File: config.mk
export PLATFORM = sky130hd
export DESIGN_NAME = audio_block_rms_peak_meter
export DESIGN_NICKNAME = d
export VERILOG_FILES = /design/src/rtl/ablm_pkg.sv /design/src/rtl/audio_block_rms_peak_meter.sv /design/src/rtl/ablm_div.sv /design/src/rtl/ablm_sqrt.sv /design/src/rtl/ablm_datapath.sv /design/src/rtl/ablm_ctrl.sv
export VERILOG_INCLUDE_DIRS = /design/src /design/src/rtl
export SDC_FILE = /design/constraint.sdc
export NUM_CORES = 2
export LEC_CHECK = 0
export ABC_CLOCK_PERIOD_IN_PS = 8600
export BUFFER_PORTS_ARGS = -buffer_cell sky130_fd_sc_hd__buf_2
export CAP_MARGIN = 0
export CORE_MARGIN = 10
export CORE_UTILIZATION = 65
export DETAILED_ROUTE_END_ITERATION = 12
export GPL_TIMING_DRIVEN = 0
export PLACE_DENSITY = 0.82
export SLEW_MARGIN = 25
export SYNTH_ARGS = -nofsm -noshare
export SYNTH_HDL_FRONTEND = slang
export SYNTH_SLANG_ARGS = --single-unit
File: constraint.sdc
create_clock -name clk -period 8.6 [get_ports clk]
set_input_delay 0.86 -clock clk [delete_from_list [all_inputs] [get_ports clk]]
set_output_delay 0.86 -clock clk [all_outputs]
set_load 0.03 [all_outputs]
File: src/rtl/audio_block_rms_peak_meter_defines.svh
// Assertion macros for the meter's RTL; ablm_ctrl.sv includes them.
// Define NO_ASSERTIONS to build without them.
`ifndef AUDIO_BLOCK_RMS_PEAK_METER_DEFINES_SVH
`define AUDIO_BLOCK_RMS_PEAK_METER_DEFINES_SVH

`ifndef NO_ASSERTIONS

`define ABLM_ASSERT_IMPLIES(label, ante, cons) \
    label: assert property (@(posedge clk) disable iff (!rst_n) (ante) |-> (cons)) \
        else $error("Same-cycle implication check failed.");

`define ABLM_ASSERT_NEXT(label, ante, cons) \
    label: assert property (@(posedge clk) disable iff (!rst_n) (ante) |=> (cons)) \
        else $error("Next-cycle implication check failed.");

`define ABLM_ASSERT_NEVER(label, cond) \
    label: assert property (@(posedge clk) disable iff (!rst_n) !(cond)) \
        else $error("Forbidden condition seen.");

`else

`define ABLM_ASSERT_IMPLIES(label, ante, cons)
`define ABLM_ASSERT_NEXT(label, ante, cons)
`define ABLM_ASSERT_NEVER(label, cond)

`endif

`endif

File: src/rtl/ablm_pkg.sv
package ablm_pkg;

    localparam int SAMPLE_BITS    = 16;
    localparam int LEVEL_BITS     = SAMPLE_BITS - 1;
    localparam int BAR_BITS       = 11;
    localparam int SPB_BITS       = 16;
    localparam int HH_BITS        = 11;
    localparam int CFG_INDEX_BITS = 2;
    localparam int CFG_DATA_BITS  = 16;
    localparam int COUNT_BITS_DEF = 16;

    localparam logic [SPB_BITS-1:0] SPB_RESET = SPB_BITS'(256);
    localparam logic [HH_BITS-1:0]  HH_RESET  = HH_BITS'(128);

    localparam logic [LEVEL_BITS-1:0] LEVEL_MAX = {LEVEL_BITS{1'b1}};

    // Bar scaling: 0.8 = 4 / 5 and 0.9 = 9 / 10.
    localparam int BAR_RMS_MUL  = 4;
    localparam int BAR_RMS_DIV  = 5;
    localparam int BAR_PEAK_MUL = 9;
    localparam int BAR_PEAK_DIV = 10;

    // The divisions by 5 and 10 are a multiply by the rounded-up reciprocal and a
    // shift; both are exact for every 15-bit dividend.
    localparam int BAR_RECIP_SHIFT = 18;
    localparam int BAR_RMS_RECIP   = ((1 << BAR_RECIP_SHIFT) + BAR_RMS_DIV - 1) / BAR_RMS_DIV;
    localparam int BAR_PEAK_RECIP  = ((1 << BAR_RECIP_SHIFT) + BAR_PEAK_DIV - 1) / BAR_PEAK_DIV;

    localparam logic [CFG_INDEX_BITS-1:0] CFG_SAMPLES_PER_BLOCK = CFG_INDEX_BITS'(0);
    localparam logic [CFG_INDEX_BITS-1:0] CFG_HALF_HEIGHT       = CFG_INDEX_BITS'(1);

    typedef struct packed {
        logic signed [SAMPLE_BITS-1:0] sample;
        logic                          end_of_data;
    } in_item_t;

    typedef struct packed {
        logic [LEVEL_BITS-1:0] rms_level;
        logic [LEVEL_BITS-1:0] peak_level;
        logic [BAR_BITS-1:0]   rms_bar;
        logic [BAR_BITS-1:0]   peak_bar;
    } out_item_t;

    typedef enum logic [3:0] {
        ST_IDLE,
        ST_SQUARE,
        ST_ACCUM,
        ST_MEAN_GO,
        ST_MEAN_WAIT,
        ST_ROOT_WAIT,
        ST_BAR_MUL,
        ST_BAR_LOAD,
        ST_PUBLISH
    } ctrl_state_t;

    typedef struct packed {
        logic capture;
        logic square;
        logic accum;
        logic div_start;
        logic sqrt_start;
        logic root_load;
        logic bar_mul;
        logic bar_load;
        logic publish;
    } dp_cmd_t;

    typedef struct packed {
        logic close;
        logic div_done;
        logic sqrt_done;
        logic out_free;
    } dp_status_t;

endpackage

File: src/rtl/audio_block_rms_peak_meter.sv
// Block RMS and peak level meter.
// Input channel (in_valid / in_stall / in_data): one signed sample and an
// end-of-data flag per transfer. Output channel (out_valid / out_stall /
// out_data): one result per closed block with RMS, peak and both bar heights.
// Configuration channel (cfg_valid / cfg_ready / cfg_index / cfg_data):
// index 0 sets samples per block, index 1 sets the half height; cfg_ready is
// always high and writes belong in idle periods.
// A sample that does not close a block is captured, squared and added.
// A closing sample then runs the bit-serial divider once for the mean square
// and the square root once, and forms both bar heights by reciprocal
// multiplication, a multiply step and a reciprocal step. Its result then goes
// into the output register, and the block returns to idle for the next sample.
// The output register holds one result; while it waits the next block's
// samples are still taken. If a new result is ready while the receiver
// stalls, the block waits with in_stall high until that transfer completes.
// Reset clears the accumulators, empties the output register and restores
// 256 samples per block and a half height of 128.
module audio_block_rms_peak_meter #(
    parameter int COUNT_BITS = ablm_pkg::COUNT_BITS_DEF
) (
    input  logic                                clk,
    input  logic                                rst_n,
    input  logic                                in_valid,
    output logic                                in_stall,
    input  ablm_pkg::in_item_t                  in_data,
    output logic                                out_valid,
    input  logic                                out_stall,
    output ablm_pkg::out_item_t                 out_data,
    input  logic                                cfg_valid,
    output logic                                cfg_ready,
    input  logic [ablm_pkg::CFG_INDEX_BITS-1:0] cfg_index,
    input  logic [ablm_pkg::CFG_DATA_BITS-1:0]  cfg_data
);
    import ablm_pkg::*;

    dp_cmd_t    cmd;
    dp_status_t status;

    ablm_ctrl u_ctrl (
        .clk      (clk),
        .rst_n    (rst_n),
        .in_valid (in_valid),
        .in_stall (in_stall),
        .status   (status),
        .cmd      (cmd)
    );

    ablm_datapath #(
        .COUNT_BITS (COUNT_BITS)
    ) u_datapath (
        .clk       (clk),
        .rst_n     (rst_n),
        .in_data   (in_data),
        .cmd       (cmd),
        .status    (status),
        .cfg_valid (cfg_valid),
        .cfg_ready (cfg_ready),
        .cfg_index (cfg_index),
        .cfg_data  (cfg_data),
        .out_valid (out_valid),
        .out_stall (out_stall),
        .out_data  (out_data)
    );

endmodule

File: src/rtl/ablm_div.sv
module ablm_div #(
    parameter int DW = 47,
    parameter int VW = 16
) (
    input  logic          clk,
    input  logic          rst_n,
    input  logic          start,
    input  logic [DW-1:0] dividend,
    input  logic [VW-1:0] divisor,
    output logic          done,
    output logic [DW-1:0] quotient
);
    localparam int CNT_W = (DW > 1) ? $clog2(DW) : 1;
    localparam logic [CNT_W-1:0] LAST = CNT_W'(DW - 1);

    logic             busy_reg;
    logic             done_reg;
    logic [CNT_W-1:0] cnt_reg;
    logic [DW-1:0]    quo_reg;
    logic [VW-1:0]    rem_reg;
    logic [VW-1:0]    den_reg;

    logic [VW:0]   shifted;
    logic [VW:0]   diff;
    logic          ge;
    logic [VW-1:0] rem_next;
    logic [DW-1:0] quo_next;

    // Restoring division, one quotient bit per cycle, MSB first.
    always_comb
    begin
        shifted  = {rem_reg, quo_reg[DW-1]};
        ge       = (shifted >= {1'b0, den_reg});
        diff     = shifted - {1'b0, den_reg};
        rem_next = ge ? diff[VW-1:0] : shifted[VW-1:0];
        quo_next = {quo_reg[DW-2:0], ge};
    end

    always_ff @(posedge clk or negedge rst_n)
    begin
        if (!rst_n)
        begin
            busy_reg <= 1'b0;
            done_reg <= 1'b0;
            cnt_reg  <= '0;
        end
        else
        begin
            done_reg <= 1'b0;
            if (start)
            begin
                busy_reg <= 1'b1;
                cnt_reg  <= '0;
            end
            else if (busy_reg)
            begin
                cnt_reg <= cnt_reg + CNT_W'(1);
                if (cnt_reg == LAST)
                begin
                    busy_reg <= 1'b0;
                    done_reg <= 1'b1;
                end
            end
        end
    end

    always_ff @(posedge clk)
    begin
        if (start)
        begin
            quo_reg <= dividend;
            rem_reg <= '0;
            den_reg <= divisor;
        end
        else if (busy_reg)
        begin
            quo_reg <= quo_next;
            rem_reg <= rem_next;
        end
    end

    assign done     = done_reg;
    assign quotient = quo_reg;

endmodule

File: src/rtl/ablm_sqrt.sv
module ablm_sqrt #(
    parameter int QW = 31
) (
    input  logic                      clk,
    input  logic                      rst_n,
    input  logic                      start,
    input  logic [QW-1:0]             radicand,
    output logic                      done,
    output logic [(QW + QW % 2)/2-1:0] root
);
    localparam int EW    = QW + QW % 2;
    localparam int RW    = EW / 2;
    localparam int CNT_W = (RW > 1) ? $clog2(RW) : 1;
    localparam logic [CNT_W-1:0] LAST = CNT_W'(RW - 1);

    logic             busy_reg;
    logic             done_reg;
    logic [CNT_W-1:0] cnt_reg;
    logic [EW-1:0]    rad_reg;
    logic [RW+1:0]    rem_reg;
    logic [RW-1:0]    root_reg;

    logic [RW+3:0] rem_sh;
    logic [RW+3:0] trial;
    logic [RW+3:0] diff;
    logic          ge;

    // Digit-by-digit square root, two radicand bits and one root bit per cycle.
    always_comb
    begin
        rem_sh = {rem_reg, rad_reg[EW-1:EW-2]};
        trial  = (RW+4)'({root_reg, 2'b01});
        ge     = (rem_sh >= trial);
        diff   = rem_sh - trial;
    end

    always_ff @(posedge clk or negedge rst_n)
    begin
        if (!rst_n)
        begin
            busy_reg <= 1'b0;
            done_reg <= 1'b0;
            cnt_reg  <= '0;
        end
        else
        begin
            done_reg <= 1'b0;
            if (start)
            begin
                busy_reg <= 1'b1;
                cnt_reg  <= '0;
            end
            else if (busy_reg)
            begin
                cnt_reg <= cnt_reg + CNT_W'(1);
                if (cnt_reg == LAST)
                begin
                    busy_reg <= 1'b0;
                    done_reg <= 1'b1;
                end
            end
        end
    end

    always_ff @(posedge clk)
    begin
        if (start)
        begin
            rad_reg  <= EW'(radicand);
            rem_reg  <= '0;
            root_reg <= '0;
        end
        else if (busy_reg)
        begin
            rad_reg  <= {rad_reg[EW-3:0], 2'b00};
            rem_reg  <= ge ? diff[RW+1:0] : rem_sh[RW+1:0];
            root_reg <= {root_reg[RW-2:0], ge};
        end
    end

    assign done = done_reg;
    assign root = root_reg;

endmodule

File: src/rtl/ablm_datapath.sv
module ablm_datapath #(
    parameter int COUNT_BITS = ablm_pkg::COUNT_BITS_DEF
) (
    input  logic                                 clk,
    input  logic                                 rst_n,
    input  ablm_pkg::in_item_t                   in_data,
    input  ablm_pkg::dp_cmd_t                    cmd,
    output ablm_pkg::dp_status_t                 status,
    input  logic                                 cfg_valid,
    output logic                                 cfg_ready,
    input  logic [ablm_pkg::CFG_INDEX_BITS-1:0]  cfg_index,
    input  logic [ablm_pkg::CFG_DATA_BITS-1:0]   cfg_data,
    output logic                                 out_valid,
    input  logic                                 out_stall,
    output ablm_pkg::out_item_t                  out_data
);
    import ablm_pkg::*;

    localparam int SQ_W   = 2 * SAMPLE_BITS - 1;
    localparam int SUM_W  = SQ_W + COUNT_BITS;
    localparam int LIM_W  = (COUNT_BITS > SPB_BITS) ? COUNT_BITS : SPB_BITS;
    localparam int PROD_W = LEVEL_BITS + HH_BITS;
    localparam int SCL_W  = PROD_W + 4;
    localparam int BQ_W   = SCL_W - LEVEL_BITS;
    localparam int RCP_W  = BQ_W + BAR_RECIP_SHIFT;
    localparam int ROOT_W = (SQ_W + SQ_W % 2) / 2;
    localparam logic [LIM_W-1:0] COUNT_MAX = LIM_W'({COUNT_BITS{1'b1}});

    logic [SPB_BITS-1:0]    spb_reg;
    logic [HH_BITS-1:0]     hh_reg;
    logic [SAMPLE_BITS-1:0] mag_reg;
    logic                   last_reg;
    logic [SQ_W-1:0]        sq_reg;
    logic [SUM_W-1:0]       sum_reg;
    logic [SAMPLE_BITS-1:0] peak_reg;
    logic [COUNT_BITS-1:0]  count_reg;
    logic [LEVEL_BITS-1:0]  rms_lvl_reg;
    logic [LEVEL_BITS-1:0]  peak_lvl_reg;
    logic [PROD_W-1:0]      rms_prod_reg;
    logic [PROD_W-1:0]      peak_prod_reg;
    logic [BAR_BITS-1:0]    rms_bar_reg;
    logic [BAR_BITS-1:0]    peak_bar_reg;
    logic                   out_valid_reg;
    out_item_t              out_reg;

    logic [SAMPLE_BITS-1:0]   raw_u;
    logic [SAMPLE_BITS-1:0]   mag_c;
    logic [2*SAMPLE_BITS-1:0] sq_full;
    logic [LIM_W-1:0]         spb_ext;
    logic [LIM_W-1:0]         limit_c;
    logic [SCL_W-1:0]         rms_scaled;
    logic [SCL_W-1:0]         peak_scaled;
    logic [RCP_W-1:0]         rms_rcp;
    logic [RCP_W-1:0]         peak_rcp;
    logic                     div_done;
    logic [SUM_W-1:0]         div_quotient;
    logic                     sqrt_done;
    logic [ROOT_W-1:0]        sqrt_root;

    // Magnitude of the sample; the most negative code gives full scale.
    always_comb
    begin
        raw_u = in_data.sample;
        mag_c = raw_u[SAMPLE_BITS-1] ? (~raw_u + SAMPLE_BITS'(1)) : raw_u;
        sq_full = (2*SAMPLE_BITS)'(mag_reg) * (2*SAMPLE_BITS)'(mag_reg);
    end

    // A block length of zero acts as one, and the length is capped by the counter.
    always_comb
    begin
        spb_ext = LIM_W'(spb_reg);
        if (spb_reg == '0)
            limit_c = LIM_W'(1);
        else if (spb_ext > COUNT_MAX)
            limit_c = COUNT_MAX;
        else
            limit_c = spb_ext;
    end

    // Bar heights: scale, drop the level fraction, then divide by 5 or 10.
    always_comb
    begin
        rms_scaled  = SCL_W'(rms_prod_reg) * SCL_W'(BAR_RMS_MUL);
        peak_scaled = SCL_W'(peak_prod_reg) * SCL_W'(BAR_PEAK_MUL);
        rms_rcp     = RCP_W'(rms_scaled[SCL_W-1:LEVEL_BITS]) * RCP_W'(BAR_RMS_RECIP);
        peak_rcp    = RCP_W'(peak_scaled[SCL_W-1:LEVEL_BITS]) * RCP_W'(BAR_PEAK_RECIP);
    end

    ablm_div #(
        .DW (SUM_W),
        .VW (COUNT_BITS)
    ) u_div (
        .clk      (clk),
        .rst_n    (rst_n),
        .start    (cmd.div_start),
        .dividend (sum_reg),
        .divisor  (count_reg),
        .done     (div_done),
        .quotient (div_quotient)
    );

    // The mean square never exceeds the largest square, so its low bits suffice.
    ablm_sqrt #(
        .QW (SQ_W)
    ) u_sqrt (
        .clk      (clk),
        .rst_n    (rst_n),
        .start    (cmd.sqrt_start),
        .radicand (div_quotient[SQ_W-1:0]),
        .done     (sqrt_done),
        .root     (sqrt_root)
    );

    always_ff @(posedge clk or negedge rst_n)
    begin
        if (!rst_n)
        begin
            spb_reg <= SPB_RESET;
            hh_reg  <= HH_RESET;
        end
        else if (cfg_valid && cfg_ready)
        begin
            case (cfg_index)
                CFG_SAMPLES_PER_BLOCK: spb_reg <= cfg_data[SPB_BITS-1:0];
                CFG_HALF_HEIGHT:       hh_reg  <= cfg_data[HH_BITS-1:0];
                default:               ;
            endcase
        end
    end

    // Block accumulators; cleared when the block's mean division starts.
    always_ff @(posedge clk or negedge rst_n)
    begin
        if (!rst_n)
        begin
            sum_reg   <= '0;
            peak_reg  <= '0;
            count_reg <= '0;
        end
        else if (cmd.div_start)
        begin
            sum_reg   <= '0;
            peak_reg  <= '0;
            count_reg <= '0;
        end
        else
        begin
            if (cmd.square)
            begin
                count_reg <= count_reg + COUNT_BITS'(1);
                if (mag_reg > peak_reg)
                    peak_reg <= mag_reg;
            end
            if (cmd.accum)
                sum_reg <= sum_reg + SUM_W'(sq_reg);
        end
    end

    always_ff @(posedge clk)
    begin
        if (cmd.capture)
        begin
            mag_reg  <= mag_c;
            last_reg <= in_data.end_of_data;
        end
        if (cmd.square)
            sq_reg <= sq_full[SQ_W-1:0];
        if (cmd.div_start)
            peak_lvl_reg <= peak_reg[SAMPLE_BITS-1] ? LEVEL_MAX : peak_reg[LEVEL_BITS-1:0];
        if (cmd.root_load)
            rms_lvl_reg <= (ROOT_W'(sqrt_root) > ROOT_W'(LEVEL_MAX)) ?
                           LEVEL_MAX : sqrt_root[LEVEL_BITS-1:0];
        if (cmd.bar_mul)
        begin
            rms_prod_reg  <= PROD_W'(rms_lvl_reg) * PROD_W'(hh_reg);
            peak_prod_reg <= PROD_W'(peak_lvl_reg) * PROD_W'(hh_reg);
        end
        if (cmd.bar_load)
        begin
            rms_bar_reg  <= rms_rcp[BAR_RECIP_SHIFT +: BAR_BITS];
            peak_bar_reg <= peak_rcp[BAR_RECIP_SHIFT +: BAR_BITS];
        end
        if (cmd.publish)
        begin
            out_reg.rms_level  <= rms_lvl_reg;
            out_reg.peak_level <= peak_lvl_reg;
            out_reg.rms_bar    <= rms_bar_reg;
            out_reg.peak_bar   <= peak_bar_reg;
        end
    end

    // Output register: loaded only when empty or when its result transfers this cycle.
    always_ff @(posedge clk or negedge rst_n)
    begin
        if (!rst_n)
            out_valid_reg <= 1'b0;
        else if (cmd.publish)
            out_valid_reg <= 1'b1;
        else if (!out_stall)
            out_valid_reg <= 1'b0;
    end

    always_comb
    begin
        status.close     = last_reg || (LIM_W'(count_reg) >= limit_c);
        status.div_done  = div_done;
        status.sqrt_done = sqrt_done;
        status.out_free  = !out_valid_reg || !out_stall;
    end

    assign cfg_ready = 1'b1;
    assign out_valid = out_valid_reg;
    assign out_data  = out_reg;

endmodule

File: src/rtl/ablm_ctrl.sv
`include "audio_block_rms_peak_meter_defines.svh"

module ablm_ctrl (
    input  logic                 clk,
    input  logic                 rst_n,
    input  logic                 in_valid,
    output logic                 in_stall,
    input  ablm_pkg::dp_status_t status,
    output ablm_pkg::dp_cmd_t    cmd
);
    import ablm_pkg::*;

    ctrl_state_t state_reg;
    ctrl_state_t state_next;

    always_ff @(posedge clk or negedge rst_n)
    begin
        if (!rst_n)
            state_reg <= ST_IDLE;
        else
            state_reg <= state_next;
    end

    always_comb
    begin
        state_next = state_reg;
        cmd        = '0;
        in_stall   = (state_reg != ST_IDLE);
        case (state_reg)
            ST_IDLE:
            begin
                if (in_valid)
                begin
                    cmd.capture = 1'b1;
                    state_next  = ST_SQUARE;
                end
            end
            ST_SQUARE:
            begin
                cmd.square = 1'b1;
                state_next = ST_ACCUM;
            end
            ST_ACCUM:
            begin
                cmd.accum  = 1'b1;
                state_next = status.close ? ST_MEAN_GO : ST_IDLE;
            end
            ST_MEAN_GO:
            begin
                cmd.div_start = 1'b1;
                state_next    = ST_MEAN_WAIT;
            end
            ST_MEAN_WAIT:
            begin
                if (status.div_done)
                begin
                    cmd.sqrt_start = 1'b1;
                    state_next     = ST_ROOT_WAIT;
                end
            end
            ST_ROOT_WAIT:
            begin
                if (status.sqrt_done)
                begin
                    cmd.root_load = 1'b1;
                    state_next    = ST_BAR_MUL;
                end
            end
            ST_BAR_MUL:
            begin
                cmd.bar_mul = 1'b1;
                state_next  = ST_BAR_LOAD;
            end
            ST_BAR_LOAD:
            begin
                cmd.bar_load = 1'b1;
                state_next   = ST_PUBLISH;
            end
            ST_PUBLISH:
            begin
                if (status.out_free)
                begin
                    cmd.publish = 1'b1;
                    state_next  = ST_IDLE;
                end
            end
            default:
            begin
                state_next = ST_IDLE;
            end
        endcase
    end

    `ABLM_ASSERT_NEXT(a_accept_starts_square, in_valid && !in_stall, state_reg == ST_SQUARE)
    `ABLM_ASSERT_NEVER(a_div_done_stray, status.div_done && (state_reg != ST_MEAN_WAIT))
    `ABLM_ASSERT_IMPLIES(a_sqrt_done_in_root, status.sqrt_done, state_reg == ST_ROOT_WAIT)

endmodule

# Yosys cells after proc, flatten, opt, wreduce, memory -nomap -nowiden

Cells that the tools add are included.

Add/sub/neg operators: 7
Multipliers: 6
Magnitude comparators: 6
Equal/unequal tests: 16
Multiplexer cells: 53
Bitwise operators: 1
Reduce and logical (&&, ||, !) cells: 17

Operator list:

| operator                 | count |
|---|---|
| $mux W47                 | 4 |
| $mux W16                 | 8 |
| $mux W31                 | 2 |
| $mul A15 B11 Y26         | 2 |
| $add A47 B31 Y47         | 1 |
| $pmux W4 S9              | 1 |
| $add A16 B1 Y16 const B  | 2 |
| $mul A16 B16 Y31         | 1 |
| $mul A26 B4 Y30 const B  | 1 |
| $mul A13 B16 Y29 const B | 1 |
| $mul A15 B15 Y29 const B | 1 |
| $mux W1                  | 27 |
| $mux W4                  | 6 |
| $ge A20 B18 Y1           | 1 |
| $mux W18                 | 1 |
| $sub A18 B18 Y18         | 1 |
| $ge A17 B16 Y1           | 1 |
| $eq A4 B3 Y1 const B     | 4 |
| $ge A16 B16 Y1           | 1 |
| $gt A16 B15 Y1 const B   | 1 |
| $gt A16 B16 Y1           | 1 |
| $gt A16 B16 Y1 const B   | 1 |
| $logic_not A16 Y1        | 1 |
| $not A16 Y16             | 1 |
| other kinds (21)         | 35 |

Flip-flop bits (word level): 474
Input bits: 40
Output and inout bits: 55
Word-level logic and storage cells: 140

# Depth between registers and ports, before layout

Depth after elaboration: 7
Mapped depth: 33
Mapped depth without buffers: 33

# By module

A second synthesis with hierarchy kept.

Cells, all modules: 4538
Area total of the unflattened synthesis: 46661.0 um^2

Modules (own cells, without submodules):

| module        | times used | cells an instance | area an instance (um^2) | seq. area each (um^2) |
|---|---|---|---|---|
| ablm_datapath | 1          | 3726              | 37786.2                 | 8385.5 |
| ablm_div      | 1          | 390               | 4566.9                  | 2412.3 |
| ablm_sqrt     | 1          | 387               | 4022.6                  | 1781.7 |
| ablm_ctrl     | 1          | 35                | 285.3                   | 100.1 |

# Least setup slack after synthesis

OpenSTA, ideal clock, no wires.

Path kind: register to register
From: reg u_datapath.peak_prod_reg[9]
To: reg u_datapath.peak_bar_reg[10], data pin
Library setup time: 0.260 ns
Data arrival time: 7.550 ns
Required time: 8.340 ns
Setup slack: 0.790 ns
Stages on the path, launching flop included: 33
Path buffers: 0
Clock period less this slack: 7.810 ns
Path through: edfxtp_1 > ha_1 > ha_1 > a21o_1 > a211o_1 > o221ai_2 > nand3b_4 > nand3_2 > a21boi_1 > o21a_2 > o311a_4 > xnor2_1 > inv_2 > fa_1 > ha_1 > inv_1 > fa_1 > inv_1 > fa_1 > fa_1 > inv_1 > fa_1 > inv_1 > ha_1 > a21o_1 > a21o_1 > a211oi_1 > a31oi_1 > o2111ai_1 > nor2_1 > or3_1 > a21oi_1 > xnor2_1

Longest elaborated chain between the ends: 2

RTL lines:

| what                              | RTL line             | text |
|---|---|---|
| start: declaration                | ablm_datapath.sv:40  | `logic [PROD_W-1:0] peak_prod_reg;` |
| start signal: assignment          | ablm_datapath.sv:176 | `peak_prod_reg <= PROD_W'(peak_lvl_reg) * PROD_W'(hh_reg);` |
| $mul A26 B4 Y30                   | ablm_datapath.sv:84  | `peak_scaled = SCL_W'(peak_prod_reg) * SCL_W'(BAR_PEAK_MUL);` |
| $mul A15 B15 Y29                  | ablm_datapath.sv:86  | `peak_rcp = RCP_W'(peak_scaled[SCL_W-1:LEVEL_BITS]) * RCP_W'(BAR_PEAK_RECIP);` |
| named net u_datapath.peak_rcp[28] | ablm_datapath.sv:54  | `logic [RCP_W-1:0] peak_rcp;` |
| end signal: assignment            | ablm_datapath.sv:181 | `peak_bar_reg <= peak_rcp[BAR_RECIP_SHIFT +: BAR_BITS];` |
| end: declaration                  | ablm_datapath.sv:42  | `logic [BAR_BITS-1:0] peak_bar_reg;` |

The timed path passes the listed nets, and every way through them passes these cells.
A chain may end at the register's enable or synchronous reset.

# Final worst setup path

Same ends and word-level chain as after synthesis.

==> impl_metrics.py <==
metrics = {
    "run_status": {
        "outcome": "completed",
    },
    "clock_tree": {
        "cts.clk_slew.worst_paths_ps": 60,
        "postCtsHoldBufs": 0,
        "clockBufferDepth": 3,
        "htree_levels": 2,
        "cts.sink_count": 460,
        "clk_latency_ps": 630,
        "root_buffer": "clkbuf_16",
        "numCtsBuffers": 52,
        "cts_tree": "yes",
    },
    "synth": {
        "ys_ff_latch": 460,
        "yosysSeqAreaShare_pct": 27.8,
        "synth-edff-count": 284,
        "synthCells": 4585,
        "netlist.area_leader.share_pct": 22.4,
        "synthFlopType": "edfxtp_1",
        "synthTopCellsByArea": "fa_1 (22%), edfxtp_1 (19%), ha_1 (15%), dfrtp_1 (6.7%), inv_1 (5.9%)",
        "syn_area_mm2": 0.0457,
        "syn_nets": 5700,
        "synthTopCellsByCount": "inv_1 (721), nand2_1 (652), ha_1 (564)",
        "avgSynthCellArea_um2": 9.96,
        "synth_most_common_cell": "inv_1",
        "ys_types": 91,
        "yosysWarnings": 0,
        "async_flop_share_pct": 27.2,
        "synth.largest_area_cell": "fa_1",
    },
    "setup_path": {
        "cp.required_ps": 8950,
        "r2r-end": "u_datapath.peak_bar_reg[10]",
        "crit_fanout": 6,
        "worstSetupStartpoint": "u_datapath.peak_prod_reg[9]",
        "rrSetupSlack_ps": 300,
        "start_kind": "flip-flop",
        "cp-end-kind": "flip-flop",
        "crit_top_cell": "fa_1",
        "r2r_cells": 31,
        "crit_slowest_cell": "fa_1",
        "critPathArrivalTime_ps": 8650,
        "crit_end": "u_datapath.peak_bar_reg[10]",
        "r2r-start": "u_datapath.peak_prod_reg[9]",
        "slowest_delay_ps": 550,
        "worstSetupPathType": "flip-flop to flip-flop",
    },
    "cells_and_area": {
        "largest_reg_flops": 52,
        "areaGrowthSynthToFinish_pct": 8.22,
        "layout-drive-gt1-share_pct": 5.66,
        "antenna_cells": 0,
        "nets": 5860,
    },
    "detailed_routing": {
        "drc_errors": 0,
        "ant_nets": 0,
        "wire_per_inst_um": 18.2,
        "dr.pass1.iters": 6,
        "vias": 32900,
        "via_per_inst": 5.75,
        "wirelength_um": 104000,
        "dr.first_iter.drc_count": 2234,
    },
    "global_routing": {
        "grt_busiest_layer": "met2",
        "grt_pass1_vias": 34600,
        "groute.layer.met3.usage_pct": 4.22,
        "grt_pass1_wl_um": 173000,
        "antenna_found_initial": 0,
        "met1_usage_pct": 32.1,
        "grt_max_degree": 87,
        "grt_use_met2_pct": 45.4,
        "grt.total_usage_pct": 26.0,
        "overflow": 0,
    },
    "timing": {
        "fin_skew_ps": 34.8,
        "fin_setup_tns_ps": 0,
        "tightest_slew_ps": 851,
        "fmax_mhz": 120,
        "fin_crit_sh_pct": 96.6,
        "rsz0062_at_grt": "true",
        "hold_viol_final": 0,
        "relSlewSlack_pct": 43.2,
        "drv_slew": 0,
        "fin_crit_ps": 8300,
        "setup_viol": 0,
    },
    "place": {
        "port_buffers": 93,
        "routabilityCongestion": 0.948,
        "dp_hpwl_um": 82000,
    },
    "die": {
        "coreArea_mm2": 0.0699,
        "start_util_pct": 65.3,
        "chipWidth_um": 285,
        "boundaryPins": 95,
        "die_height_um": 285,
        "num_rows": 97,
        "dieArea_mm2": 0.0813,
    },
    "job": {
        "drv_cap": 0,
    },
    "min_path": {
        "hp-class": "input pin to async pin",
    },
}
## cell type report
cell class / instances / area, um2
inverters: 723 / 2710
flip-flops and latches: 460 / 12700
repair buffers: 106 / 706
plain buffers: 152 / 591
multi-input cells: 3250 / 29900
clock buffers: 71 / 1430
well taps: 940 / 1180
clock inverters: 27 / 285
fillers: 5039 / 20500
## per-layer routing
layer | part of all wire, % | vias up | routed length, um
li1 | - | 15300 | -
met1 | 40 | 16300 | 41500
met2 | 50 | 1056 | 51900
met3 | 6.3 | 263 | 6550
met4 | 4.0 | 0 | 4150
met5 | 0 | - | 0
## logic make-up after synthesis
family,count (synthesis),share of synthesized area (%)
buf+inv,875,7.23
other cells,1,0.00821
flops,460,27.8
mux,57,1.29
xor+xnor,211,4.06
compound gates,595,8.47
fa+ha+maj,1076,37.9
simple gates,1310,13.3
## cells in the final DEF (no fill, tap or decap), types with 53 or more instances in the layout
cell type and count:
inv_1 720, edfxtp_1 284, nor2_1 182, fa_1 511
clkbuf_1 149, nand2_1 651, xnor2_1 126, clkbuf_16 53
ha_1 563, and2_1 214, o21ai_0 121, a21oi_1 140
buf_2 98, dfrtp_1 123, xor2_1 78, a21o_1 74
## critical path, delay by kind of cell, from the launching register on
family	cells	cell delay, ps
flops	1	420
compound gates	12	2600
fa+ha+maj	9	3680
buf+inv	4	220
simple gates	5	1020
xor+xnor	1	90
## worst min path at each step
| stage | endpoint | cells after the start | start | slack, ps |
|---|---|---|---|---|
| after floorplan | u_datapath.out_data[0] | 0 | u_datapath.peak_bar_reg[0] | 400 |
| after global placement | u_datapath.out_data[15] | 0 | u_datapath.rms_bar_reg[4] | 400 |
| after detailed placement | u_datapath.out_data[0] | 0 | u_datapath.peak_bar_reg[0] | 400 |
| after CTS | u_datapath.sum_reg[23] | 1 | rst_n | 110 |
| after global routing | u_datapath.sum_reg[25] | 1 | rst_n | 130 |
| final | u_datapath.sum_reg[25] | 1 | rst_n | 120 |
## timing repair
item | CTS | global route
setup buffers | 0 | 4
setup endpoints to repair | 3 | 7
resized for setup | 3 | 17
pin swaps | 1 | 6
## stage by stage
stage / area, um2 / util, % / hold slack [ps] / std cells / setup WS (ps)
floorplan: 45700 / - / 400 / 4585 / 790
detailed placement: 47600 / 68.1 / 405 / 5627 / -37.2
global route: 49400 / 70.7 / 129 / 5729 / -22.9
finish: 49400 / 70.7 / 122 / 5729 / 296
global placement: 47300 / 67.7 / 402 / 5618 / 27.5
CTS: 49300 / 70.5 / 112 / 5725 / 93.2
Power is left out: the tool's default activity adds up to more than one toggle a clock period on the data nets, which glitch-free logic cannot reach.
